<file path="src/sv/mcmq_pkg.sv">
`timescale 1ns / 1ps
// Shared types and constants for the multi-channel message queues.
// No dependencies; imported by every other file of the block.
package mcmq_pkg;

	localparam int NUM_CHANNELS_DEF = 256;
	localparam int QUEUE_DEPTH_DEF  = 64;
	localparam int MSG_WIDTH_DEF    = 64;

	// Fixed field widths of the stream payload
	localparam int IDW        = 9;
	localparam int MSG_PORT_W = 64;
	localparam int OPW        = 2;
	localparam int STW        = 3;
	localparam int TDATA_W    = 80;

	// Open flags are grouped in words for the two-level free search
	localparam int GW  = 32;
	localparam int GBW = $clog2(GW);

	typedef enum logic [OPW-1:0] {
		OP_CREATE,
		OP_SEND,
		OP_RECV,
		OP_CLOSE
	} op_t;

	typedef enum logic [STW-1:0] {
		ST_OK,
		ST_BAD,
		ST_FULL,
		ST_EMPTY,
		ST_NOFREE
	} status_t;

	typedef enum logic [1:0] {
		S_IDLE,
		S_EXEC,
		S_RDATA
	} state_t;

	typedef struct packed {
		logic accept;    // capture input beat, start pointer read
		logic exec;      // apply the operation, load result
		logic load_msg;  // load popped message into result
	} cmd_t;

	typedef struct packed {
		logic recv_ok;   // receive hit: store data follows next cycle
	} sts_t;

endpackage

</file>
<file path="src/sv/mcmq_ctrl.sv">
`timescale 1ns / 1ps
// Controller FSM: input/output handshake and sequencing of the datapath.
// Depends on mcmq_pkg.
module mcmq_ctrl import mcmq_pkg::*; (
	input  logic clk,
	input  logic arst_n,
	input  logic s_tvalid,
	output logic s_tready,
	output logic m_tvalid,
	input  logic m_tready,
	output cmd_t cmd,
	input  sts_t sts
);

	state_t state_q, state_d;
	logic   m_tvalid_q;
	logic   out_free;
	logic   set_valid;

	assign out_free = !m_tvalid_q || m_tready;

	always_ff @(posedge clk or negedge arst_n) begin
		if (!arst_n) begin
			state_q    <= S_IDLE;
			m_tvalid_q <= 1'b0;
		end else begin
			state_q <= state_d;
			if (set_valid) begin
				m_tvalid_q <= 1'b1;
			end else if (m_tready) begin
				m_tvalid_q <= 1'b0;
			end
		end
	end

	always_comb begin
		state_d   = state_q;
		cmd       = '0;
		s_tready  = 1'b0;
		set_valid = 1'b0;
		unique case (state_q)
			S_IDLE: begin
				s_tready = 1'b1;
				if (s_tvalid) begin
					cmd.accept = 1'b1;
					state_d    = S_EXEC;
				end
			end
			// side effects wait until the result register can take the beat
			S_EXEC: begin
				if (out_free) begin
					cmd.exec = 1'b1;
					if (sts.recv_ok) begin
						state_d = S_RDATA;
					end else begin
						set_valid = 1'b1;
						state_d   = S_IDLE;
					end
				end
			end
			S_RDATA: begin
				if (out_free) begin
					cmd.load_msg = 1'b1;
					set_valid    = 1'b1;
					state_d      = S_IDLE;
				end
			end
			default: begin
				state_d = S_IDLE;
			end
		endcase
	end

	assign m_tvalid = m_tvalid_q;

endmodule

</file>
<file path="config.mk">
export PLATFORM = sky130hd
export DESIGN_NAME = mcmq_ctrl
export DESIGN_NICKNAME = d
export VERILOG_FILES = /design/src/sv/mcmq_pkg.sv /design/src/sv/mcmq_ctrl.sv
export SDC_FILE = /design/constraint.sdc
export NUM_CORES = 1
export LEC_CHECK = 0
export BUFFER_PORTS_ARGS = -buffer_cell sky130_fd_sc_hd__buf_2
export CAP_MARGIN = 25
export CELL_PAD_IN_SITES_DETAIL_PLACEMENT = 0
export CELL_PAD_IN_SITES_GLOBAL_PLACEMENT = 1
export CORE_AREA = 2 2 39 41
export CTS_BUF_LIST = sky130_fd_sc_hd__clkbuf_4
export CTS_CLUSTER_DIAMETER = 40
export CTS_CLUSTER_SIZE = 12
export DETAILED_ROUTE_END_ITERATION = 7
export DIE_AREA = 0 0 41 43
export PLACE_DENSITY = 0.56
export RECOVER_POWER = 25
export SYNTH_ARGS = -nofsm -noshare
export SYNTH_HDL_FRONTEND = slang
export SYNTH_SLANG_ARGS = --single-unit
</file>
<file path="constraint.sdc">
create_clock -name clk -period 1.37 [get_ports clk]
set_input_delay 0.274 -clock clk [delete_from_list [all_inputs] [get_ports clk]]
set_output_delay 0.274 -clock clk [all_outputs]
set_load 0.03 [all_outputs]
</file>
-- Word-level counts from Yosys, hierarchy flattened
Index checks and enable logic that the tools add are counted.
- eq/ne operators: 5
- muxes and demuxes: 16
- reductions and logical operators: 5
- operator list (cell ; number):
    1-bit two-way mux ; 10
    2-bit two-way mux ; 4
    2-bit != test (second input constant) ; 3
    2-bit case mux with 3 select lines ; 1
    3-bit AND reduction ; 1
    2-bit by 1-bit equality test with 1-bit output (second input constant) ; 1
    2-bit equality test (second input constant) ; 1
    2-bit zero test ; 1
    1-bit case mux with 2 select lines ; 1
    2-bit nonzero test ; 1
    1-bit zero test ; 1
    1-bit logical OR ; 1
- bits in registers: 3
- input port bits: 5
- output and inout bits: 5
- logic and storage cells: 28

-- Longest topological paths before layout
- depth after elaboration: 5
- gate-level depth with buffers: 5
- gate-level depth less buffers: 5

-- Worst setup path before layout
No wires, ideal clock.
- path kind: register to register
- start point: register state_q[0]
- end point: register state_q[0]
- library setup time: 0.125 ns
- data arrival time: 1.430 ns
- data required time: 1.245 ns
- setup slack: -0.185 ns
- stages on the path, launching flop included: 6
- buffers on the path: 0
- clock period less this slack: 1.555 ns
- cell sequence: dfrtp_1 > inv_1 > ha_1 > inv_1 > o22ai_2 > mux2_4
- cells in the longest elaborated chain, start to end: 3
- elaborated cells between the ends (all ways): 8
- those cells by class: 5 x eq/ne; 1 x mux; 2 x reduce/logical
- RTL lines (what ; line ; text):
    start: declaration ; mcmq_ctrl.sv:15 ; state_t state_q, state_d;
    start signal: assignment ; mcmq_ctrl.sv:27 ; state_q <= state_d;
    2-bit by 1-bit equality test with 1-bit output (tied with other cells) ; mcmq_ctrl.sv:41 ; unique case (state_q)
    2-bit != test (no line) ; - ;
    3-bit AND reduction (no line) ; - ;
Several ways; a longest one is shown, not always the timed one.
A chain may end at the register's enable or synchronous reset.

==> summary.txt <==
Outcome
  • Outcome: finished with violations
  • Failing checks: setup timing

Detailed routing
  • WL/cell: roughly 11 um
  • WL final: roughly 650 um
  • Drt initial violations: 1
  • DRT antenna net count: 0
  • Via count: 224
  • # DRC: 0
  • TritonRoute pass-1 iters: 2
  • Vias per cell: 3.80

Worst setup path
  • Startpoint types: flip-flop
  • Crit-path cells: inv_2, ha_4, and2_4, buf_6
  • CP arrival: 1.19 ns
  • Critical path type: flip-flop to output pin
  • WP data required: 1.10 ns
  • Maximum net fanout on the critical path: 3
  • CP delay by family, top: flip-flops
  • Max stage delay on crit path: 0.43 ns
  • Crit path buf inv count: 2
  • Worst setup EP type: output pin
  • Critical-path top delay cell: dfrtp_1

STA
  • Fin crit share: 107%
  • Fmax: 681 MHz
  • Final hold viol count: 0
  • Slew @ Worst Pin: 0.197 ns
  • Min cycle time layout: 1.47 ns
  • Final setup viols: 6
  • Setup WS post-layout: -0.0975 ns
  • Slew margin rel.: 86.9%
  • RSZ-0062 raised after global routing: true
  • Clk_skew: 0.00118 ns
  • Fin. max-slew vios: 0

Floorplanning
  • # IOs: 10
  • Die width: 41 um
  • Rows: 14
  • DIE HEIGHT: 43 um
  • Initial core utilization: between 15 and 20%
  • Core area: ~0.0014 mm^2
  • Die area: between 0.0015 and 0.002 mm^2

Synthesis
  • Mapped cell area: 231 um^2
  • Cell variety after synth: 13
  • Area leader, netlist: dfrtp_1
  • Sequential area share after synthesis: 32.4%
  • Synth Register Bits: 3
  • Syn avg cell area: 10.5 um^2
  • Dominant cells by area after synthesis: dfrtp_1 32%, ha_1 22%, and2_2 6.5%, mux2_4 6.5%, nand2b_4 5.9%
  • Syn Nets: 31
  • Yosys warnings: 0
  • Top-area cell type share of the netlist area: 32.4%
  • Cells after Synth: 22

Placement
  • Placed cell areas: 309 um^2
  • I/O Buffers: 9
  • Pre-CTS WS: -0.00806 ns
  • Post-DP HPWL: about 420 um
  • Global placer's final weighted congestion: 0.662

GRT
  • Gr ovfl total: 0
  • Total GRT Usage: 9.33%
  • Initial antenna violation count: 0
  • Vias in the first global route: 235
  • First-pass GRT wire length: between 900 and 1000 um
  • Maximum number of pins on one net before global-route repair: 5

Cells and area
  • Fin area: 457 um^2
  • # nets final: 53
  • Commonest non-fill, non-tap cells in the layout: 7 x buf_4, 5 x buf_2, 4 x clkbuf_4
  • Commonest non-fill, non-tap cell in the layout: buf_4
  • ANT cells: 0
  • Core Util, Final: 33.0%
  • Layout cell share with drive strength beyond 1: a little over 70%
  • Area Growth Syn to Fin: 97.3%

Clock network
  • Root buffer cell: clkbuf_4
  • Reg clk slew, reported paths: 0.04 ns
  • Max H-tree Level: 1
  • Worst-Skew Late Latency: 0.24 ns
  • Clock Path Buffers: 2
  • TritonCTS buffer count: 3
  • CTS tree: done
  • CTS Sinks: 3

Power and ir drop
  • Leak: 0.226 nW
  • Max IR drop VDD: 528 uV
  • Power Density: between 2000 and 3000 mW/mm^2

Min path
  • Hold Crit Class: primary input to flip-flop

Job
  • Max-cap viol count: 0
metal layers:
layer | track usage (%) | vias to the layer above | wire, um
met4 | 8.00 | 0 | 0
met1 | 6.73 | 106 | 209
li1 | - | 111 | -
met5 | 0 | - | 0
met3 | 4.71 | 0 | 34
met2 | 15.9 | 7 | 402
kinds of logic (layout without fill, tap and decap cells):
kind of cell	after synthesis	count (layout)	share of synthesized area [%]
compound gates	2	2	7.56
fa+ha+maj	4	4	21.6
mux	2	2	10.8
flops	3	3	32.4
buf+inv	3	24	4.86
simple gates	8	8	22.7
repair_timing:
item / 4_1_cts / 5_1_grt
buffers inserted: 6 / 1
hold buffers: 1 / 0
gates resized for setup: 14 / 1
setup endpoints to repair: 4 / 6
endpoints found under the hold margin: 3 / 0
pin swaps: 3 / 2
worst min-delay path, stage by stage:
cell     delay (ns)
buf_2          0.10
nand2_1        0.06
mux2i_1        0.06
layout make-up:
class	instances	area, um^2
Fill cell	145	927
Multi-Input combinational cell	16	195
Timing Repair Buffer	17	125
Sequential cell	3	75.1
Clock buffer	4	30.0
Tap cell	16	20.0
Inverter	3	11.3
state kept, by name, summed over array words and instances (netlist names):
signal	cells
state_q	2
m_tvalid	1
synth_stat cells:
cell type  n
nand2b_4   1
mux2_4     1
mux2i_1    1
ha_1       4
nand2_1    2
inv_1      3
and2_2     2
o21ai_0    1
o22ai_2    1
nor2_1     1
dfrtp_1    3
nor2b_1    1
and2_1     1
per-stage QoR:
| stage | total power (W) | cells | setup TNS (ns) | hold slack, ns |
|---|---|---|---|---|
| after global routing | 0.00129 | 59 | -0.732 | 0.310 |
| after floorplan | 0.000607 | 22 | 0 | -0.0216 |
| after detailed placement | 0.000719 | 47 | -0.00806 | 0.0722 |
| after CTS | 0.00115 | 58 | -0.363 | 0.305 |
| after global placement | 0.000701 | 47 | 0 | 0.0692 |
| final | 0.00119 | 59 | -0.420 | 0.304 |
worst paths after layout:
| kind | cells after the start | from | end | slack [ns] |
|---|---|---|---|---|
| setup / recovery | 4 | state_q[0] | cmd[2] | -0.1 |
| hold / removal | 3 | sts | state_q[1] | 0.30 |
| setup reg to reg | 6 | state_q[0] | state_q[0] | -0.09 |
| hold reg to reg | 2 | m_tvalid | m_tvalid | 0.55 |
| max in group asynchronous | 2 | arst_n | m_tvalid | 0.81 |
| min in group asynchronous | 2 | arst_n | state_q[1] | 0.39 |
power by group:
group	internal (W)	switching, W	total [W]
sequential	0.000129	0.0000418	0.000171
clock	0.000129	0.0000515	0.000181
combinational	0.000428	0.000408	0.000836
Note: power is estimated with default switching activity, not from simulation.
